<file path="src/rtl/core/shd_pkg.sv">
// Shared types and constants for the subrecord header deframer.
// Used by shd_in_reg, shd_parser, shd_out_reg and subrecord_header_deframer.
package shd_pkg;

  // Parser phases
  localparam logic [2:0] PH_NORMAL = 3'd0;  // reading a plain header
  localparam logic [2:0] PH_MSIZE  = 3'd1;  // reading the marker's 32-bit size
  localparam logic [2:0] PH_EXT    = 3'd2;  // reading the header after a marker
  localparam logic [2:0] PH_BODY   = 3'd3;  // skipping body bytes
  localparam logic [2:0] PH_ERROR  = 3'd4;  // ignoring bytes until record end

  // Result kinds
  localparam logic [1:0] KIND_FOUND     = 2'd0;
  localparam logic [1:0] KIND_TRUNCATED = 2'd1;
  localparam logic [1:0] KIND_BAD_MARK  = 2'd2;

  localparam logic [31:0] MARKER_TAG      = 32'h5858_5858;  // 'XXXX'
  localparam logic [15:0] MARKER_BODY_LEN = 16'd4;
  localparam logic [2:0]  SIG_LEN         = 3'd4;
  localparam logic [2:0]  HDR_LEN         = 3'd6;           // signature + 2-byte size
  localparam logic [2:0]  MSIZE_LEN       = 3'd4;

  localparam int OUT_DATA_W = 96;

  typedef struct packed {
    logic [2:0]  phase;
    logic [2:0]  byte_count;
    logic [31:0] tag_shift;
    logic [15:0] size_shift;
    logic [31:0] extended_size;
    logic [31:0] body_remaining;
    logic [31:0] record_offset;
  } state_t;

  typedef struct packed {
    logic [1:0]  kind;
    logic [31:0] tag;
    logic [31:0] body_size;
    logic [31:0] body_offset;
  } result_t;

  typedef struct packed {
    logic       valid;
    logic [7:0] body_byte;
    logic       record_last;
  } item_t;

endpackage

</file>
<file path="src/rtl/core/subrecord_header_deframer.sv">
// Top level of the subrecord header deframer: input stage, parser, result stage.
// Depends on shd_pkg, shd_in_reg, shd_parser and shd_out_reg.
//
// Feed a record body one byte per word on the in_ stream, in_tlast on the final
// byte. The block takes one byte per clock while out_tready does not stall it,
// and emits a word on the out_ stream for every completed subrecord header
// (kind found), for a header cut off by the record end (kind truncated), and
// for an 'XXXX' marker whose size is not 4 while cfg check_marker is set (kind
// bad marker; bytes are then dropped until the record end). A byte waits in the
// input register, the combinational parser steps on it, and its result word is
// captured in the result register. A stall on out_tready holds the result
// register and reaches in_tready in the same cycle, and an empty input register
// can still take one more byte while a result waits. Write the check_marker
// register only while the block is idle.
module subrecord_header_deframer (
  input  logic        clk,
  input  logic        rst_n,
  // Input words
  input  logic        in_tvalid,
  output logic        in_tready,
  input  logic [7:0]  in_tdata,     // [7:0] body_byte
  input  logic        in_tlast,     // record_last
  // Result words
  output logic        out_tvalid,
  input  logic        out_tready,
  output logic [95:0] out_tdata,    // [31:0] tag, [63:32] body_size, [95:64] body_offset
  output logic [1:0]  out_tuser,    // [1:0] result_kind
  // Configuration
  input  logic        cfg_wr_en,
  input  logic        cfg_wr_data   // check_marker
);

  logic             check_marker_r;
  logic             advance;
  shd_pkg::item_t   item;
  logic             res_valid;
  shd_pkg::result_t res;

  // Marker size checking, on after reset.
  always_ff @(posedge clk) begin
    if (!rst_n) begin
      check_marker_r <= 1'b1;
    end else if (cfg_wr_en) begin
      check_marker_r <= cfg_wr_data;
    end
  end

  shd_in_reg u_in (
    .clk       (clk),
    .rst_n     (rst_n),
    .in_tvalid (in_tvalid),
    .in_tready (in_tready),
    .in_tdata  (in_tdata),
    .in_tlast  (in_tlast),
    .advance   (advance),
    .item      (item)
  );

  // Step the framing state on a held word only when its result has a place to go.
  shd_parser u_parser (
    .clk          (clk),
    .rst_n        (rst_n),
    .check_marker (check_marker_r),
    .step_en      (item.valid && advance),
    .body_byte    (item.body_byte),
    .record_last  (item.record_last),
    .res_valid    (res_valid),
    .res          (res)
  );

  shd_out_reg u_out (
    .clk        (clk),
    .rst_n      (rst_n),
    .res_valid  (res_valid),
    .res        (res),
    .advance    (advance),
    .out_tvalid (out_tvalid),
    .out_tready (out_tready),
    .out_tdata  (out_tdata),
    .out_tuser  (out_tuser)
  );

endmodule

</file>
<file path="src/rtl/core/shd_in_reg.sv">
// Input register stage of the subrecord header deframer.
// Depends on shd_pkg for the item type.
module shd_in_reg (
  input  logic            clk,
  input  logic            rst_n,
  input  logic            in_tvalid,
  output logic            in_tready,
  input  logic [7:0]      in_tdata,
  input  logic            in_tlast,
  input  logic            advance,
  output shd_pkg::item_t  item
);

  logic       valid_r;
  logic [7:0] byte_r;
  logic       last_r;

  // Take a new word whenever the held one moves on this cycle or none is held.
  assign in_tready = !valid_r || advance;

  always_ff @(posedge clk) begin
    if (!rst_n) begin
      valid_r <= 1'b0;
    end else if (in_tvalid && in_tready) begin
      valid_r <= 1'b1;
    end else if (advance) begin
      valid_r <= 1'b0;
    end
  end

  always_ff @(posedge clk) begin
    if (in_tvalid && in_tready) begin
      byte_r <= in_tdata;
      last_r <= in_tlast;
    end
  end

  assign item.valid       = valid_r;
  assign item.body_byte   = byte_r;
  assign item.record_last = last_r;

endmodule

</file>
<file path="src/rtl/core/shd_parser.sv">
// Framing state and one-byte step logic of the subrecord header deframer.
// Depends on shd_pkg for phase codes, result kinds and the state/result types.
module shd_parser (
  input  logic             clk,
  input  logic             rst_n,
  input  logic             check_marker,
  input  logic             step_en,
  input  logic [7:0]       body_byte,
  input  logic             record_last,
  output logic             res_valid,
  output shd_pkg::result_t res
);

  shd_pkg::state_t state_r;
  shd_pkg::state_t state_nxt;
  logic [2:0]      bc_inc;
  logic [31:0]     next_off;
  logic [31:0]     tag_sh;

  always_comb begin
    state_nxt = state_r;
    res_valid = 1'b0;
    res       = '0;
    bc_inc    = state_r.byte_count + 3'd1;
    next_off  = state_r.record_offset + 32'd1;
    tag_sh    = {state_r.tag_shift[23:0], body_byte};

    if (step_en) begin
      case (state_r.phase)
        shd_pkg::PH_NORMAL: begin
          if (state_r.byte_count < shd_pkg::SIG_LEN) begin
            state_nxt.tag_shift = tag_sh;
          end else if (state_r.byte_count == shd_pkg::SIG_LEN) begin
            state_nxt.size_shift[7:0] = body_byte;
          end else begin
            state_nxt.size_shift[15:8] = body_byte;
          end
          state_nxt.byte_count = bc_inc;
          if (bc_inc == shd_pkg::HDR_LEN) begin
            state_nxt.byte_count = '0;
            if (state_nxt.tag_shift == shd_pkg::MARKER_TAG) begin
              if (check_marker && state_nxt.size_shift != shd_pkg::MARKER_BODY_LEN) begin
                res_valid       = 1'b1;
                res.kind        = shd_pkg::KIND_BAD_MARK;
                res.tag         = state_nxt.tag_shift;
                res.body_size   = {16'd0, state_nxt.size_shift};
                res.body_offset = next_off;
                state_nxt.phase = shd_pkg::PH_ERROR;
              end else begin
                state_nxt.extended_size = '0;
                state_nxt.phase         = shd_pkg::PH_MSIZE;
              end
            end else begin
              res_valid                = 1'b1;
              res.kind                 = shd_pkg::KIND_FOUND;
              res.tag                  = state_nxt.tag_shift;
              res.body_size            = {16'd0, state_nxt.size_shift};
              res.body_offset          = next_off;
              state_nxt.body_remaining = {16'd0, state_nxt.size_shift};
              state_nxt.phase          = (state_nxt.size_shift != '0) ?
                                         shd_pkg::PH_BODY : shd_pkg::PH_NORMAL;
            end
            state_nxt.tag_shift  = '0;
            state_nxt.size_shift = '0;
          end
        end
        shd_pkg::PH_MSIZE: begin
          // Little-endian 32-bit size, one byte lane per count.
          state_nxt.extended_size[{state_r.byte_count[1:0], 3'b000} +: 8] = body_byte;
          state_nxt.byte_count = bc_inc;
          if (bc_inc == shd_pkg::MSIZE_LEN) begin
            state_nxt.byte_count = '0;
            state_nxt.phase      = shd_pkg::PH_EXT;
          end
        end
        shd_pkg::PH_EXT: begin
          // Own 2-byte size is dropped; the marker's size takes its place.
          if (state_r.byte_count < shd_pkg::SIG_LEN) begin
            state_nxt.tag_shift = tag_sh;
          end
          state_nxt.byte_count = bc_inc;
          if (bc_inc == shd_pkg::HDR_LEN) begin
            state_nxt.byte_count     = '0;
            res_valid                = 1'b1;
            res.kind                 = shd_pkg::KIND_FOUND;
            res.tag                  = state_nxt.tag_shift;
            res.body_size            = state_r.extended_size;
            res.body_offset          = next_off;
            state_nxt.body_remaining = state_r.extended_size;
            state_nxt.phase          = (state_r.extended_size != '0) ?
                                       shd_pkg::PH_BODY : shd_pkg::PH_NORMAL;
            state_nxt.tag_shift      = '0;
          end
        end
        shd_pkg::PH_BODY: begin
          state_nxt.body_remaining = state_r.body_remaining - 32'd1;
          if (state_nxt.body_remaining == '0) begin
            state_nxt.phase = shd_pkg::PH_NORMAL;
          end
        end
        default: begin
          // Error phase and unused codes: drop the byte.
        end
      endcase

      state_nxt.record_offset = next_off;

      if (record_last) begin
        if (!res_valid &&
            (state_nxt.phase == shd_pkg::PH_MSIZE ||
             state_nxt.phase == shd_pkg::PH_EXT ||
             (state_nxt.phase == shd_pkg::PH_NORMAL && state_nxt.byte_count != '0))) begin
          res_valid       = 1'b1;
          res.kind        = shd_pkg::KIND_TRUNCATED;
          res.tag         = state_nxt.tag_shift;
          res.body_size   = '0;
          res.body_offset = next_off;
        end
        state_nxt       = '0;
        state_nxt.phase = shd_pkg::PH_NORMAL;
      end
    end
  end

  always_ff @(posedge clk) begin
    if (!rst_n) begin
      state_r       <= '0;
      state_r.phase <= shd_pkg::PH_NORMAL;
    end else begin
      state_r <= state_nxt;
    end
  end

endmodule

</file>
<file path="src/rtl/core/shd_out_reg.sv">
// Result register stage of the subrecord header deframer.
// Depends on shd_pkg for the result type and the output data width.
module shd_out_reg (
  input  logic                          clk,
  input  logic                          rst_n,
  input  logic                          res_valid,
  input  shd_pkg::result_t              res,
  output logic                          advance,
  output logic                          out_tvalid,
  input  logic                          out_tready,
  output logic [shd_pkg::OUT_DATA_W-1:0] out_tdata,
  output logic [1:0]                    out_tuser
);

  logic             valid_r;
  shd_pkg::result_t res_r;

  // The slot is free for a new result when empty or being emptied now.
  assign advance = !valid_r || out_tready;

  always_ff @(posedge clk) begin
    if (!rst_n) begin
      valid_r <= 1'b0;
    end else if (res_valid) begin
      valid_r <= 1'b1;
    end else if (advance) begin
      valid_r <= 1'b0;
    end
  end

  always_ff @(posedge clk) begin
    if (res_valid) begin
      res_r <= res;
    end
  end

  assign out_tvalid = valid_r;
  assign out_tdata  = {res_r.body_offset, res_r.body_size, res_r.tag};
  assign out_tuser  = res_r.kind;

endmodule
</file>
<file path="config.mk">
export PLATFORM = sky130hd
export DESIGN_NAME = subrecord_header_deframer
export DESIGN_NICKNAME = d
export VERILOG_FILES = /design/src/rtl/core/shd_pkg.sv /design/src/rtl/core/subrecord_header_deframer.sv /design/src/rtl/core/shd_in_reg.sv /design/src/rtl/core/shd_parser.sv /design/src/rtl/core/shd_out_reg.sv
export SDC_FILE = /design/constraint.sdc
export NUM_CORES = 1
export LEC_CHECK = 0
export ABC_AREA = 0
export ABC_CLOCK_PERIOD_IN_PS = 6800
export BUFFER_PORTS_ARGS = -buffer_cell sky130_fd_sc_hd__buf_2
export CAP_MARGIN = 5
export CORE_MARGIN = 2
export CORE_UTILIZATION = 60
export DETAILED_ROUTE_END_ITERATION = 8
export PLACE_DENSITY = 0.84
export SETUP_SLACK_MARGIN = 0.2
export SLEW_MARGIN = 0
export SYNTH_ARGS = -nofsm -noshare
export SYNTH_HDL_FRONTEND = slang
export SYNTH_SLANG_ARGS = --single-unit
export TNS_END_PERCENT = 20
</file>
<file path="constraint.sdc">
create_clock -name clk -period 6.8 [get_ports clk]
set_clock_uncertainty 0.2 [all_clocks]
set_input_delay 1.02 -clock clk [delete_from_list [all_inputs] [get_ports clk]]
set_output_delay 1.02 -clock clk [all_outputs]
set_load 0.02 [all_outputs]
</file>
==> results of run 1 <==
-- metrics by stage --
stage               area, sq um  utilization
detailed placement        13900        0.639
CTS                       14900        0.684
floorplan                 13400            -
global route              14900        0.684
global placement          13900        0.639
finish                    14900        0.684
-- per-layer routing --
layer,GRT usage,wire length [um]
met5,0,0
met4,0.0833,869
met1,0.410,14700
met3,0.0556,3620
met2,0.482,16900
-- final timing paths --
check | slack, ns | end | cells past startpoint
worst max-delay path | 1.0 | u_out.out_tdata[62] | 13
worst min-delay path | 0.29 | u_parser.state_r[31] | 2
worst max register to register | 1.0 | u_out.out_tdata[62] | 13
worst min register to register | 0.29 | u_parser.state_r[31] | 2
-- layout by cell type, fill, tap and decap left out, drive strengths merged, types with 5 or more instances in the layout --
master | netlist | routed
edfxtp | 107 | 107
nor4b | 9 | 9
o31ai | 8 | 8
o32ai | 5 | 5
and3 | 18 | 18
nand2 | 57 | 57
nand2b | 11 | 11
bufinv | 0 | 7
mux2 | 9 | 9
o21ai | 66 | 66
nor2 | 281 | 281
nand3 | 34 | 34
or3 | 17 | 17
nor3 | 59 | 59
a21oi | 136 | 136
mux2i | 57 | 57
xor2 | 15 | 15
o22a | 5 | 5
dfxtp | 153 | 153
and2 | 28 | 28
or4 | 8 | 8
clkinv | 0 | 10
o22ai | 31 | 31
buf | 17 | 132
inv | 22 | 25
ha | 10 | 10
nor4 | 32 | 32
nor2b | 10 | 10
xnor2 | 29 | 29
a22oi | 59 | 59
nand4 | 9 | 9
clkbuf | 99 | 28
a31oi | 16 | 16
nand3b | 9 | 9
-- registers in the layout, indices dropped and copies added, names as in the netlist --
signal	flops
check_marker_r	1
u_in.byte_r	8
u_in.last_r	1
u_in.valid_r	1
u_out.out_tdata	96
u_out.out_tuser	2
u_out.out_tvalid	1
u_parser.state_r	150
-- worst min-delay path: stages, from the launching register on --
cell,delay (ns)
dfxtp_1,0.33
nand2_1,0.06
a21oi_1,0.05
-- final cells by class --
class / instances / share of cell area
multi-input cells: 1096 / 0.436
well taps: 280 / 0.0235
inverters: 22 / 0.00586
flip-flops and latches: 260 / 0.420
clock buffers: 28 / 0.0455
clock inverters: 22 / 0.0212
repair buffers: 132 / 0.0472
-- power breakdown --
part | internal, mW | leakage (nW) | total, mW | switching (mW)
registers | 1.65 | 2.15 | 1.68 | 0.0277
logic | 0.0671 | 2.40 | 0.222 | 0.155
clock network | 1.00 | 0.484 | 1.65 | 0.648
-- logic make-up (layout without fill, tap and decap cells) --
family | after synthesis | after routing | share of synthesized area
XOR/XNOR | 44 | 44 | 0.0289
buffers and inverters | 138 | 204 | 0.0431
AO/OA/AOI/OAI | 373 | 373 | 0.177
flip-flops | 260 | 260 | 0.470
multiplexers | 66 | 66 | 0.0513
AND/OR/NAND/NOR | 603 | 603 | 0.220
adder cells (fa/ha/maj) | 10 | 10 | 0.00937
==> flow_metrics.py, run 1 <==
metrics = {
    "outcome": {
        "status": "finished clean",
    },
    "route": {
        "drc_errors": 0,
        "vias": 12000,
        "drtIter0Drc": 1416,
        "dr.pass1.iters": 6,
        "avgViaCountPerCell": 6.53,
        "avgRoutedWirePerCell_um": 19.6,
        "finalWirelength_um": 36100,
        "antenna_left": 0,
    },
    "pwr": {
        "powerDensity_nw_per_um2": 238,
        "p_leak_nw": 5.03,
        "vdd_drop_max_mv": 0.322,
        "power.total_mw": 3.55,
    },
    "die": {
        "rows": 54,
        "die_h_um": 153,
        "die_x_um": 153,
        "initial_utilization": 0.612,
        "die-area_sq_um": 23500,
        "coreArea_sq_um": 21800,
        "io_pins": 115,
    },
    "setup_path": {
        "crit_fanout": 62,
        "cp.arrival_ns": 5.81,
        "critPathKind": "reg2reg",
        "path_buf_inv": 3,
        "critPathMaxStageDelay_ns": 0.81,
        "crit_top_cell": "nand2_1",
        "cp-start-kind": "register",
        "cp-end-kind": "register",
        "path_delay_family": "compound AO/OA/AOI/OAI gates",
        "cp_cell_sequence": "inv_1 -> ha_1 -> nand2_1 -> mux2i_1 -> nand4_1 -> o41ai_1 -> nand2_1 -> a32o_1 -> o21ai_2 -> mux2i_4 -> a41oi_4 -> inv_4 -> buf_4",
        "worstPathRequired_ns": 6.80,
        "crit_slowest_cell": "o41ai_1",
        "r2r_start": "u_parser.state_r[144]",
        "crit_path_start": "u_parser.state_r[144]",
    },
    "logic_synthesis": {
        "postSynthCellCount": 1494,
        "synthTopCellsByArea": "edfxtp_1, dfxtp_1, nor2_1",
        "synth_edf_count": 107,
        "syn_nets": 1519,
        "ys.flop_type": "dfxtp_1",
        "yosysTopAreaCell": "edfxtp_1",
        "synthArstFlopShare": 0,
        "synth_most_common_cell": "nor2_1",
        "yosys_register_bits": 260,
        "synth_area_sq_um": 13400,
        "ys_seq_area_frac": 0.470,
        "yosysTopAreaCellShare": 0.241,
        "synth_cell_types": 79,
        "synth_warnings": 0,
        "synthTopCellsByCount": "nor2_1, dfxtp_1, a21oi_1, edfxtp_1, clkbuf_1",
        "syn_avg_cell_area_sq_um": 8.94,
    },
    "global_route": {
        "grt_pass1_wl_um": 57800,
        "grt-ovfl-total": 0,
        "antenna_found_initial": 0,
        "grt_use_total": 0.297,
        "grt_max_degree": 83,
        "grt_pass1_vias": 11000,
    },
    "sta": {
        "setup_viol": 0,
        "worst_pin_slew_ns": 1.26,
        "hold_ws_ns": 0.292,
        "hold_viol_final": 0,
        "fin_crit_ns": 5.80,
        "maxSlewViolCount": 0,
        "fin_crit_sh": 0.853,
        "setup_slack_ns": 0.998,
        "relSlewSlack": 0.155,
        "rsz0062_at_grt": "no",
        "max_freq_mhz": 172,
        "fin_setup_tns_ns": 0,
    },
    "clock_network": {
        "clock_path_buffers": 3,
        "h-tree-depth": 1,
        "clk_pin_slew_ns": 0.06,
        "post-cts-setup-buffer-count": 0,
        "cts_num_sinks": 260,
        "cts_tree": "yes",
        "cts_buffers": 27,
        "cts_resized": 0,
        "insertion_delay_ns": 0.55,
        "root_buffer": "clkbuf_16",
        "cts_hold_buf": 0,
    },
    "placement": {
        "post-place-ws_ns": 1.09,
        "place_inst": 1790,
        "port_buffers": 114,
        "dpl.hpwl_um": 23700,
        "place_congestion": 0.978,
    },
    "cells_and_area": {
        "register_area_sq_um": 6280,
        "layout.cells.non_filler": 1840,
        "drive_gt1_frac": 0.140,
        "nFillCells": 1727,
        "syn_to_final_growth_pct": 11.9,
        "final_nets": 1564,
        "multiInputGateArea_sq_um": 6520,
        "n_antenna_cell": 0,
    },
    "hold_path": {
        "min-delay-start": "u_parser.state_r[31]",
        "hp-class": "reg2reg",
    },
    "job": {
        "maxCapViolCount": 0,
    },
}
Note: power is estimated with default switching activity, not from simulation.
==> run 2: changes to the inputs <==
--- a/config.mk
+++ b/config.mk
@@ -13,6 +13,7 @@
 export CORE_UTILIZATION = 60
 export DETAILED_ROUTE_END_ITERATION = 8
 export PLACE_DENSITY = 0.84
+export REMOVE_ABC_BUFFERS = 1
 export SETUP_SLACK_MARGIN = 0.2
 export SLEW_MARGIN = 0
 export SYNTH_ARGS = -nofsm -noshare
==> run 2 against run 1 <==
  * Count of clock-buffer cells in the layout is 7 higher
  * Largest cell class unchanged
  * Critical path depth up 1
  * Non-clock buffer count shrank 1
  * Highest routed layer unchanged
  * Critical path type unchanged
  * Sequential power barely moved
==> flow_metrics.py, run 2 (synthesis gave the netlist of run 1 again) <==
metrics = {
    "pwr": {
        "clkPwrFrac": 0.440,
        "p_seq_frac": 0.493,
        "p_switching_mw": 0.803,
        "powerDensity_nw_per_um2": 229,
        "combPwrFrac": 0.067,
        "power.total_mw": 3.40,
        "swShare": 0.236,
        "p_int_mw": 2.60,
        "vdd_drop_max_mv": 0.187,
        "p_leak_nw": 4.99,
    },
    "route": {
        "antenna_left": 0,
        "finalWirelength_um": 35900,
        "drtIter0Drc": 1393,
        "drc_errors": 0,
        "dr.pass1.iters": 6,
        "vias": 11900,
        "avgRoutedWirePerCell_um": 19.5,
        "avgViaCountPerCell": 6.48,
    },
    "sta": {
        "setup_viol": 0,
        "fin_crit_sh": 0.861,
        "fin_setup_tns_ns": 0,
        "hold_viol_final": 0,
        "maxSlewViolCount": 0,
        "max_freq_mhz": 171,
        "fin_crit_ns": 5.85,
        "relSlewSlack": 0.131,
        "rsz0062_at_grt": "no",
        "worst_pin_slew_ns": 1.29,
    },
    "setup_path": {
        "r2r_setup_slack_ns": 0.95,
        "cp-end-kind": "register",
        "path_buf_inv": 5,
        "crit_fanout": 73,
        "reg2reg_to": "u_out.out_tdata[45]",
        "cp-start-kind": "register",
        "path_delay_family": "simple AND/OR/NAND/NOR gates",
        "worst-r2r-cell-count": 14,
        "cp_cell_sequence": "inv_1 -> ha_1 -> nor2b_1 -> mux2i_1 -> nand4_1 -> o41ai_1 -> nand2_1 -> nand2_1 -> a211o_1 -> buf_4 -> inv_1 -> a41oi_4 -> inv_4 -> buf_16",
        "critPathKind": "reg2reg",
        "cp.depth": 14,
        "worstPathRequired_ns": 6.84,
        "r2r_start": "u_parser.state_r[144]",
        "critPathMaxStageDelay_ns": 0.78,
        "cp.arrival_ns": 5.90,
        "crit_slowest_cell": "nor2b_1",
    },
    "cells_and_area": {
        "n_antenna_cell": 0,
        "layout.cells.non_filler": 1839,
        "largest_register_ffs": 150,
        "final_common_cell": "nor2_1",
        "final_nets": 1563,
        "layout_common_cells": "nor2_1, dfxtp_1, a21oi_1",
        "final_cell_area_sq_um": 14900,
        "regMostFlops": "u_parser.state_r",
        "syn_to_final_growth_pct": 11.3,
        "drive_gt1_frac": 0.135,
    },
    "die": {
        "die-area_sq_um": 23500,
        "die_x_um": 153,
        "io_pins": 115,
        "rows": 54,
        "die_h_um": 153,
        "initial_utilization": 0.612,
        "coreArea_sq_um": 21800,
    },
    "global_route": {
        "grtUsageMet2": 0.479,
        "grt_max_degree": 99,
        "grt_busiest_layer": "met2",
        "grt-ovfl-total": 0,
        "gr-usage-met1": 0.411,
        "globalRouteMet3Util": 0.0428,
        "grt_use_total": 0.296,
        "grt_pass1_vias": 11100,
        "grt_pass1_wl_um": 57500,
        "antenna_found_initial": 0,
    },
    "placement": {
        "place_area_sq_um": 13900,
        "port_buffers": 114,
        "dpl.hpwl_um": 23000,
        "place_congestion": 0.927,
        "place_inst": 1788,
    },
    "clock_network": {
        "cts_resized": 0,
        "cts_tree": "yes",
        "root_buffer": "clkbuf_16",
        "insertion_delay_ns": 0.55,
        "h-tree-depth": 1,
        "post-cts-setup-buffer-count": 0,
        "cts_buffers": 27,
        "clock_path_buffers": 3,
        "cts_num_sinks": 260,
        "cts_hold_buf": 0,
        "clk_pin_slew_ns": 0.06,
    },
    "hold_path": {
        "hp-class": "reg2reg",
        "holdPathStages": 2,
        "min-delay-start": "u_parser.state_r[107]",
        "min_to": "u_parser.state_r[107]",
    },
    "job": {
        "maxCapViolCount": 0,
    },
    "outcome": {
        "status": "finished clean",
    },
}
[run 2: worst max-delay path by stage]
stage	startpoint	slack [ns]	to
after floorplan	u_parser.state_r[146]	0.18	u_out.out_tdata[0]
after global placement	u_parser.state_r[144]	1.19	u_out.out_tdata[36]
after detailed placement	u_parser.state_r[144]	1.01	u_out.out_tdata[34]
after CTS	u_parser.state_r[144]	0.89	u_out.out_tdata[45]
after global routing	u_parser.state_r[144]	0.53	u_out.out_tdata[45]
final	u_parser.state_r[144]	0.95	u_out.out_tdata[45]
[run 2: cell type report]
type,count,area (sq um)
Inverter,22,87.6
Fill cell,1701,6970
Multi-Input combinational cell,1096,6520
Clock buffer,35,736
Clock inverter,15,166
Sequential cell,260,6280
Timing Repair Buffer,131,718
Tap cell,280,350
[run 2: power by group through the flow]
stage / combinational, mW / sequential (mW) / clock, mW
finish: 0.226 / 1.68 / 1.50
global route: 0.245 / 1.68 / 1.58
CTS: 0.222 / 1.68 / 1.51
detailed placement: 0.221 / 1.71 / 0
global placement: 0.217 / 1.71 / 0
floorplan: 0.119 / 1.73 / 0
[run 2: per-stage QoR]
step	util	hold slack (ns)	setup WS (ns)
after detailed placement	0.638	0.275	1.01
after global routing	0.681	0.313	0.533
after global placement	0.638	0.264	1.19
after CTS	0.679	0.291	0.886
after floorplan	-	0.240	0.182
final	0.681	0.288	0.946
[run 2: tightest hold or removal path: stages (launching register included)]
cell and delay, ns:
dfxtp_1 0.32, a21oi_1 0.06, nor2_1 0.07
[run 2: layer usage]
| metal | vias to the layer above | wire length [um] |
|---|---|---|
| met3 | 98 | 3470 |
| met1 | 5642 | 14600 |
| met4 | 0 | 1090 |
| met2 | 631 | 16700 |
| met5 | - | 0 |
| li1 | 5540 | - |
